==> config.mk <==
export PLATFORM = sky130hd
export DESIGN_NAME = rgb_to_hsl_converter
export DESIGN_NICKNAME = d
export VERILOG_FILES = /design/src/rtl/rgbhsl_pkg.sv /design/src/rtl/rgbhsl_front.sv /design/src/rtl/rgbhsl_queue.sv /design/src/rtl/rgbhsl_back.sv /design/src/rtl/rgb_to_hsl_converter.sv
export VERILOG_INCLUDE_DIRS = /design/src /design/src/rtl
export SDC_FILE = /design/constraint.sdc
export NUM_CORES = 2
export LEC_CHECK = 0
export BUFFER_PORTS_ARGS = -buffer_cell sky130_fd_sc_hd__buf_2
export CORE_MARGIN = 1
export CORE_UTILIZATION = 65
export CTS_CLUSTER_DIAMETER = 80
export DETAILED_ROUTE_END_ITERATION = 6
export GPL_TIMING_DRIVEN = 0
export HOLD_SLACK_MARGIN = 0.03
export PLACE_DENSITY = 0.8
export SLEW_MARGIN = 10
export SYNTH_ARGS = -nofsm -noshare
export SYNTH_HDL_FRONTEND = slang
export SYNTH_SLANG_ARGS = --single-unit
export TNS_END_PERCENT = 30
==> constraint.sdc <==
create_clock -name i_clk -period 18.6 [get_ports i_clk]
set_input_delay 4.65 -clock i_clk [delete_from_list [all_inputs] [get_ports i_clk]]
set_output_delay 4.65 -clock i_clk [all_outputs]
set_load 0.01 [all_outputs]
==> src/rtl/assert_macros.svh <==
// Assertion helpers shared by the RTL files.
`ifndef ASSERT_MACROS_SVH
`define ASSERT_MACROS_SVH

// Clocked check that is switched off while the reset is asserted.
`define ASSERT_CLK(label, clk, rst_n, prop) \
    label: assert property (@(posedge clk) disable iff (!rst_n) prop) \
    else $error("assertion failed");

// Clocked check that also holds during reset.
`define ASSERT_ALWAYS(label, clk, prop) \
    label: assert property (@(posedge clk) prop) else $error("assertion failed");

`endif

==> src/rtl/rgbhsl_pkg.sv <==
package rgbhsl_pkg;

    localparam int CHAN_W     = 8;
    localparam int FRAC_W     = 16;
    localparam int NUM_W      = 11;
    localparam int DIVIDEND_W = 28;
    localparam int QUO_W      = 17;
    localparam int REM_W      = 12;
    localparam int LANES      = 2;
    localparam int LANE_SAT   = 0;
    localparam int LANE_HUE   = 1;

    // Twice the full-scale value: quotient = (num * 2 * 65535 + den) / (2 * den).
    localparam logic [QUO_W-1:0]  DIV_SCALE = 17'd131070;
    localparam logic [FRAC_W-1:0] FRAC_ONE  = 16'hFFFF;

    typedef struct packed {
        logic                         gray;
        logic [LANES-1:0][NUM_W-1:0]  num;
        logic [LANES-1:0][NUM_W-1:0]  den;
        logic [FRAC_W-1:0]            lig;
    } t_item;

    typedef struct packed {
        logic empty;
        logic nearly_full;
    } t_q_status;

endpackage

==> src/rtl/rgbhsl_front.sv <==
module rgbhsl_front (
    input  logic                               i_clk,
    input  logic                               i_rst_n,
    input  logic                               i_accept,
    input  logic [rgbhsl_pkg::CHAN_W-1:0]      i_red,
    input  logic [rgbhsl_pkg::CHAN_W-1:0]      i_green,
    input  logic [rgbhsl_pkg::CHAN_W-1:0]      i_blue,
    output logic                               o_valid,
    output rgbhsl_pkg::t_item                  o_item
);

    logic [7:0]  mx, mn, d, sat_den;
    logic [8:0]  s;
    logic [11:0] n_raw, n_wrap;
    logic [10:0] d6;
    logic [17:0] lig_sum;
    logic        r_vld;
    rgbhsl_pkg::t_item n_item, r_item;

    always_comb begin
        mx = i_red;
        mn = i_red;
        if (i_green > mx) mx = i_green;
        if (i_blue > mx) mx = i_blue;
        if (i_green < mn) mn = i_green;
        if (i_blue < mn) mn = i_blue;
        d  = mx - mn;
        s  = {1'b0, mx} + {1'b0, mn};
        d6 = {1'b0, d, 2'b00} + {2'b00, d, 1'b0};
        if (s < 9'd255) begin
            sat_den = s[7:0];
        end else begin
            sat_den = 8'(9'd510 - s);
        end
        // Sextant selection: red wins ties over green, green over blue.
        if (i_red == mx) begin
            n_raw = {4'b0, i_green} - {4'b0, i_blue};
        end else if (i_green == mx) begin
            n_raw = {3'b0, d, 1'b0} + {4'b0, i_blue} - {4'b0, i_red};
        end else begin
            n_raw = {2'b0, d, 2'b0} + {4'b0, i_red} - {4'b0, i_green};
        end
        n_wrap  = n_raw[11] ? n_raw + {1'b0, d6} : n_raw;
        lig_sum = {1'b0, s, 8'b0} + {9'b0, s} + 18'd1;

        n_item.gray = (d == 8'd0);
        n_item.lig  = lig_sum[16:1];
        if (d == 8'd0) begin
            // A divisor of one keeps the divider lanes well behaved.
            n_item.num = '0;
            n_item.den[rgbhsl_pkg::LANE_SAT] = 11'd1;
            n_item.den[rgbhsl_pkg::LANE_HUE] = 11'd1;
        end else begin
            n_item.num[rgbhsl_pkg::LANE_SAT] = {3'b0, d};
            n_item.num[rgbhsl_pkg::LANE_HUE] = n_wrap[10:0];
            n_item.den[rgbhsl_pkg::LANE_SAT] = {3'b0, sat_den};
            n_item.den[rgbhsl_pkg::LANE_HUE] = d6;
        end
    end

    always_ff @(posedge i_clk) begin
        if (!i_rst_n) begin
            r_vld <= 1'b0;
        end else begin
            r_vld <= i_accept;
        end
    end

    always_ff @(posedge i_clk) begin
        if (i_accept) begin
            r_item <= n_item;
        end
    end

    assign o_valid = r_vld;
    assign o_item  = r_item;

endmodule

==> src/rtl/rgbhsl_queue.sv <==
`include "assert_macros.svh"

module rgbhsl_queue #(
    parameter int DEPTH = 4
) (
    input  logic                   i_clk,
    input  logic                   i_rst_n,
    input  logic                   i_push,
    input  rgbhsl_pkg::t_item      i_item,
    input  logic                   i_pop,
    output rgbhsl_pkg::t_item      o_item,
    output rgbhsl_pkg::t_q_status  o_status
);

    localparam int ADDR_W = (DEPTH > 1) ? $clog2(DEPTH) : 1;
    localparam int CNT_W  = $clog2(DEPTH + 1);

    rgbhsl_pkg::t_item r_mem [DEPTH];
    logic [ADDR_W-1:0] r_wp, r_rp;
    logic [CNT_W-1:0]  r_cnt;
    logic              do_pop;

    assign do_pop = i_pop && (r_cnt != '0);

    always_ff @(posedge i_clk) begin
        if (!i_rst_n) begin
            r_wp  <= '0;
            r_rp  <= '0;
            r_cnt <= '0;
        end else begin
            if (i_push) begin
                r_wp <= (r_wp == ADDR_W'(DEPTH - 1)) ? '0 : r_wp + 1'b1;
            end
            if (do_pop) begin
                r_rp <= (r_rp == ADDR_W'(DEPTH - 1)) ? '0 : r_rp + 1'b1;
            end
            if (i_push && !do_pop) begin
                r_cnt <= r_cnt + 1'b1;
            end else if (!i_push && do_pop) begin
                r_cnt <= r_cnt - 1'b1;
            end
        end
    end

    always_ff @(posedge i_clk) begin
        if (i_push) begin
            r_mem[r_wp] <= i_item;
        end
    end

    assign o_item               = r_mem[r_rp];
    assign o_status.empty       = (r_cnt == '0);
    assign o_status.nearly_full = (r_cnt >= CNT_W'(DEPTH - 1));

    `ASSERT_CLK(a_no_overflow, i_clk, i_rst_n, i_push |-> (r_cnt < CNT_W'(DEPTH)) || do_pop)
    `ASSERT_ALWAYS(a_cnt_bound, i_clk, !i_rst_n || (r_cnt <= CNT_W'(DEPTH)))

endmodule

==> src/rtl/rgbhsl_back.sv <==
`include "assert_macros.svh"

module rgbhsl_back (
    input  logic                              i_clk,
    input  logic                              i_rst_n,
    input  logic                              i_valid,
    input  rgbhsl_pkg::t_item                 i_item,
    output logic                              o_valid,
    output logic [rgbhsl_pkg::FRAC_W-1:0]     o_hue,
    output logic [rgbhsl_pkg::FRAC_W-1:0]     o_saturation,
    output logic [rgbhsl_pkg::FRAC_W-1:0]     o_lightness
);

    localparam int NS = rgbhsl_pkg::QUO_W;
    localparam int RW = rgbhsl_pkg::REM_W;
    localparam int LN = rgbhsl_pkg::LANES;
    localparam int DW = rgbhsl_pkg::DIVIDEND_W;

    logic                               r_vld  [NS+1];
    logic                               r_gray [NS+1];
    logic [rgbhsl_pkg::FRAC_W-1:0]      r_lig  [NS+1];
    logic [RW-1:0]                      r_rem  [NS+1][LN];
    logic [RW-1:0]                      r_dvs  [NS+1][LN];
    logic [NS-1:0]                      r_quo  [NS+1][LN];
    logic [NS-1:0]                      r_low  [NS][LN];
    logic [DW-1:0]                      dividend [LN];

    logic                               r_out_vld;
    logic [rgbhsl_pkg::FRAC_W-1:0]      r_hue, r_sat, r_lig_out;

    always_comb begin
        for (int l = 0; l < LN; l++) begin
            dividend[l] = DW'(i_item.num[l]) * DW'(rgbhsl_pkg::DIV_SCALE)
                          + DW'(i_item.den[l]);
        end
    end

    // Stage zero loads the head of the queue.
    always_ff @(posedge i_clk) begin
        if (!i_rst_n) begin
            r_vld[0] <= 1'b0;
        end else begin
            r_vld[0] <= i_valid;
        end
    end

    always_ff @(posedge i_clk) begin
        r_gray[0] <= i_item.gray;
        r_lig[0]  <= i_item.lig;
        for (int l = 0; l < LN; l++) begin
            r_rem[0][l] <= RW'(dividend[l][DW-1:NS]);
            r_low[0][l] <= dividend[l][NS-1:0];
            r_dvs[0][l] <= {i_item.den[l], 1'b0};
            r_quo[0][l] <= '0;
        end
    end

    // One quotient bit per stage, restoring form.
    for (genvar k = 1; k <= NS; k++) begin : g_stage
        always_ff @(posedge i_clk) begin
            if (!i_rst_n) begin
                r_vld[k] <= 1'b0;
            end else begin
                r_vld[k] <= r_vld[k-1];
            end
        end

        always_ff @(posedge i_clk) begin
            r_gray[k] <= r_gray[k-1];
            r_lig[k]  <= r_lig[k-1];
        end

        for (genvar l = 0; l < LN; l++) begin : g_lane
            logic [RW:0] trial;
            logic        take;

            assign trial = {r_rem[k-1][l], r_low[k-1][l][NS-1]};
            assign take  = (trial >= {1'b0, r_dvs[k-1][l]});

            always_ff @(posedge i_clk) begin
                r_rem[k][l] <= take ? RW'(trial - {1'b0, r_dvs[k-1][l]}) : trial[RW-1:0];
                r_dvs[k][l] <= r_dvs[k-1][l];
                r_quo[k][l] <= {r_quo[k-1][l][NS-2:0], take};
            end

            if (k < NS) begin : g_low
                always_ff @(posedge i_clk) begin
                    r_low[k][l] <= {r_low[k-1][l][NS-2:0], 1'b0};
                end
            end
        end
    end

    function automatic logic [rgbhsl_pkg::FRAC_W-1:0] clamp(input logic [NS-1:0] q,
                                                            input logic gray);
        logic [rgbhsl_pkg::FRAC_W-1:0] v;
        if (gray) begin
            v = '0;
        end else if (q[NS-1]) begin
            v = rgbhsl_pkg::FRAC_ONE;
        end else begin
            v = q[rgbhsl_pkg::FRAC_W-1:0];
        end
        return v;
    endfunction

    always_ff @(posedge i_clk) begin
        if (!i_rst_n) begin
            r_out_vld <= 1'b0;
        end else begin
            r_out_vld <= r_vld[NS];
        end
    end

    always_ff @(posedge i_clk) begin
        r_hue     <= clamp(r_quo[NS][rgbhsl_pkg::LANE_HUE], r_gray[NS]);
        r_sat     <= clamp(r_quo[NS][rgbhsl_pkg::LANE_SAT], r_gray[NS]);
        r_lig_out <= r_lig[NS];
    end

    assign o_valid      = r_out_vld;
    assign o_hue        = r_hue;
    assign o_saturation = r_sat;
    assign o_lightness  = r_lig_out;

    `ASSERT_CLK(a_out_follows_pipe, i_clk, i_rst_n, r_vld[NS] |=> r_out_vld)
    `ASSERT_CLK(a_sat_rem_bound, i_clk, i_rst_n, r_vld[NS] |-> r_rem[NS][0] < r_dvs[NS][0])
    `ASSERT_CLK(a_hue_rem_bound, i_clk, i_rst_n, r_vld[NS] |-> r_rem[NS][1] < r_dvs[NS][1])

endmodule

==> src/rtl/rgb_to_hsl_converter.sv <==
// Channel   Direction  Signals                              Beat taken when
// command   in         start, i_red, i_green, i_blue        start high, busy low
// result    out        o_valid, o_hue, o_saturation,        every cycle o_valid is high
//                      o_lightness
//
// One pixel may be accepted in every clock cycle while busy is low; the result strobe
// o_valid rises after the front register, the queue and the divider stages, and stays
// high for exactly one cycle. The two divider lanes resolve one quotient bit per stage.
// Reset is synchronous and active low; it empties the queue and clears every valid flag.
// The receiver cannot stall, so the back end never holds; busy rises only if the queue
// between the front and back ends is nearly full, which a steady stream does not cause.
//
// The front end finds the maximum and minimum channel, chooses the sextant, and forms
// the numerator and denominator for saturation and for hue, together with lightness,
// which needs only a constant scaling. Items then pass through a short queue to the back
// end, where two pipelined restoring dividers produce the rounded 16-bit fractions.
// A grey pixel is marked in the front end so that hue and saturation come out as zero.
module rgb_to_hsl_converter #(
    parameter int QUEUE_DEPTH = 4
) (
    input  logic                              i_clk,
    input  logic                              i_rst_n,
    input  logic                              start,
    output logic                              busy,
    input  logic [rgbhsl_pkg::CHAN_W-1:0]     i_red,
    input  logic [rgbhsl_pkg::CHAN_W-1:0]     i_green,
    input  logic [rgbhsl_pkg::CHAN_W-1:0]     i_blue,
    output logic                              o_valid,
    output logic [rgbhsl_pkg::FRAC_W-1:0]     o_hue,
    output logic [rgbhsl_pkg::FRAC_W-1:0]     o_saturation,
    output logic [rgbhsl_pkg::FRAC_W-1:0]     o_lightness
);

    logic                   accept;
    logic                   front_vld;
    rgbhsl_pkg::t_item      front_item;
    rgbhsl_pkg::t_item      head_item;
    rgbhsl_pkg::t_q_status  q_stat;

    // The queue keeps a spare slot for the item that sits in the front register.
    assign busy   = q_stat.nearly_full;
    assign accept = start && !busy;

    rgbhsl_front u_front (
        .i_clk   (i_clk),
        .i_rst_n (i_rst_n),
        .i_accept(accept),
        .i_red   (i_red),
        .i_green (i_green),
        .i_blue  (i_blue),
        .o_valid (front_vld),
        .o_item  (front_item)
    );

    rgbhsl_queue #(
        .DEPTH(QUEUE_DEPTH)
    ) u_queue (
        .i_clk   (i_clk),
        .i_rst_n (i_rst_n),
        .i_push  (front_vld),
        .i_item  (front_item),
        .i_pop   (1'b1),
        .o_item  (head_item),
        .o_status(q_stat)
    );

    // The back end never stalls, so it takes the head beat whenever the queue holds one.
    rgbhsl_back u_back (
        .i_clk       (i_clk),
        .i_rst_n     (i_rst_n),
        .i_valid     (!q_stat.empty),
        .i_item      (head_item),
        .o_valid     (o_valid),
        .o_hue       (o_hue),
        .o_saturation(o_saturation),
        .o_lightness (o_lightness)
    );

endmodule

==> impl_metrics.env <==
export IMPL_root_buffer="clkbuf_16"
export IMPL_cts_sinks=1960
export IMPL_hpwlAfterDp_um=95800
export IMPL_synthToLayoutAreaGrowth_pct=11.8
export IMPL_cts_made_buffers=179
export IMPL_crit_path_start_kind="input pin"
export IMPL_grt_first_pass_wirelength_um=227000
export IMPL_yosys_area_top_type="dfxtp_1"
export IMPL_required_ns=19.08
export IMPL_syn_inst=6303
export IMPL_r2r_cells=25
export IMPL_synthArstFlopShare_pct=0
export IMPL_syn_num_nets=7014
export IMPL_synth_most_common_cell="dfxtp_1"
export IMPL_drv_cap=0
export IMPL_ys_seq_elements=1960
export IMPL_finalHoldViolCount=0
export IMPL_criticalPathCategory="in2reg"
export IMPL_postCtsSetupRepairBufs=0
export IMPL_synth_flop_cell="dfxtp_1"
export IMPL_grt_ovfl_total=0
export IMPL_setup_violations=0
export IMPL_rrSetupSlack_ns=9.24
export IMPL_synthTopCellsByCount="dfxtp_1, inv_1, ha_1"
export IMPL_rsz0062_at_grt="false"
export IMPL_antenna_cells=0
export IMPL_dp_cells=7871
export IMPL_htree_levels=4
export IMPL_fin_util_pct=73.7
export IMPL_grt_max_degree=55
export IMPL_period_needed_ns=13.90
export IMPL_max_stage_delay_ns=0.47
export IMPL_start_util_pct=65.9
export IMPL_cts_tree="done"
export IMPL_cp_arrival_ns=14.38
export IMPL_grt_pass1_vias=45787
export IMPL_yosysWarningCount=0
export IMPL_via_per_inst=5.40
export IMPL_hold_depth=0
export IMPL_drt_total_wl_um=139000
export IMPL_num_rows=122
export IMPL_relSlewSlack_pct=20.4
export IMPL_wire_per_inst_um=17.0
export IMPL_r2r_end="u_back.r_rem[0][6]$_DFF_P_"
export IMPL_crit_fanout=10
export IMPL_gp_congestion=0.931
export IMPL_nets=7275
export IMPL_synth_distinct_cells=86
export IMPL_path_buf_inv=6
export IMPL_port_buffer_count=76
export IMPL_cts_hold_buf=0
export IMPL_hold_class="reg2reg"
export IMPL_drive_gt1_share_pct=9.41
export IMPL_synth_area_top_cells="dfxtp_1, edfxtp_1, ha_1"
export IMPL_vias=44270
export IMPL_cts_buffer_depth=3
export IMPL_path_clk_slew_ns=0.06
export IMPL_slew_viol_final=0
export IMPL_synth_edf_count=270
export IMPL_yosysTopAreaCellShare_pct=46.1
export IMPL_netlist_area_um2=73300
export IMPL_setup_tns_final_ns=0
export IMPL_track_usage_pct=24.8
export IMPL_critPathSlowestCell="xnor2_1"
export IMPL_synth_area_per_cell_um2=11.6
export IMPL_ioPinCount=77
export IMPL_core_area_um2=111000
export IMPL_drt_iter0_drc=2357
export IMPL_yosysSeqAreaShare_pct=57.2
export IMPL_status="complete, no violations"
export IMPL_crit_family="compound AO/OA/AOI/OAI gates"
export IMPL_fin_skew_ns=0.0516
export IMPL_ant_nets=0
export IMPL_die_area_um2=114000
export IMPL_timing_fmax_mhz=71.9
export IMPL_clock_latency_ns=0.78
export IMPL_worstHoldStart="u_back.r_quo[1][35]$_DFF_P_"
export IMPL_end_kind="flip-flop"
export IMPL_tightest_slew_ns=1.19
export IMPL_drc=0
export IMPL_die_height_um=338
export IMPL_cpMostUsedCell="a21oi_1"
export IMPL_layout_cells_non_filler=8196
export IMPL_die_x_um=338
export IMPL_ctsResizeCount=0
export IMPL_antenna_found_initial=0
export IMPL_fin_crit_sh_pct=74.8
export IMPL_worstHoldEndpoint="u_back.r_quo[2][2]$_DFF_P_"
export IMPL_drt_pass1_iter_count=6
[worst max-delay path by stage]
stage	to	slack (ns)	from	cells after the start
floorplan	u_front.o_item[59]$_SDFFCE_PP0P_	6.28	i_red[1]	42
global placement	u_front.o_item[59]$_SDFFCE_PP0P_	4.08	i_red[1]	43
detailed placement	u_front.o_item[59]$_SDFFCE_PP0P_	4.07	i_red[1]	43
CTS	u_front.o_item[59]$_SDFFCE_PP0P_	4.82	i_red[1]	43
global route	u_front.o_item[59]$_SDFFCE_PP0P_	3.84	i_red[1]	43
finish	u_front.o_item[59]$_SDFFCE_PP0P_	4.70	i_red[1]	44
[kinds of logic (layout without fill, tap and decap cells)]
| kind of cell | after synthesis | in the layout | share of synthesized area (%) |
|---|---|---|---|
| flip-flops | 1960 | 1960 | 57.2 |
| AND/OR/NAND/NOR | 1250 | 1250 | 8.42 |
| AO/OA/AOI/OAI | 956 | 956 | 8.03 |
| buffers and inverters | 820 | 1225 | 4.22 |
| adder cells (fa/ha/maj) | 684 | 684 | 12.9 |
| XOR/XNOR | 369 | 369 | 4.42 |
| multiplexers | 263 | 263 | 4.76 |
| other | 1 | 1 | 0.00511 |
[layer usage]
layer	wire length (um)	track usage (%)
met5	0	0
met1	57700	29.2
met2	70500	44.6
met3	5710	3.68
met4	5340	10.8
[final cells by class]
type | instances | area [um2]
timing repair buffer | 80 | 490
inverter | 721 | 2710
multi-input combinational | 3523 | 28300
clock inverter | 83 | 1240
tap | 1488 | 1860
sequential | 1960 | 41900
clock buffer | 242 | 5040
fill | 7107 | 29300
buffer | 99 | 392
[flip-flops by register name (all words and copies together) (netlist names), 18 cells and up, named ones only]
| signal | count |
|---|---|
| u_back.r_gray | 18 |
| u_back.r_vld | 18 |
| u_back.r_lig | 288 |
| u_back.r_quo | 306 |
| u_back.r_low | 305 |
| u_back.r_rem | 406 |
| u_front.o_item | 54 |
| u_back.r_dvs | 290 |
| u_queue.r_mem | 216 |
[cells in the final DEF, fill, tap and decap left out, types with 125 or more instances in the layout]
master and n:
nor2_1 478, ha_1 559, mux2_2 145, inv_1 720, a21oi_1 340, dfxtp_1 1690, o21ai_0 227, nand2_1 169
edfxtp_1 270, fa_1 125, clkbuf_16 182, xnor2_1 270
[through the flow]
| step | hold slack, ns | cell area, um2 | worst slack [ns] |
|---|---|---|---|
| CTS | 0.304 | 82000 | 4.82 |
| global route | 0.318 | 82000 | 3.84 |
| floorplan | 0.310 | 73300 | 6.28 |
| finish | 0.304 | 82000 | 4.70 |
| detailed placement | 0.312 | 75700 | 4.07 |
| global placement | 0.310 | 75600 | 4.08 |
Power is not shown: default switching activity piles up to over one toggle a cycle in this logic, so the estimate is an artifact.
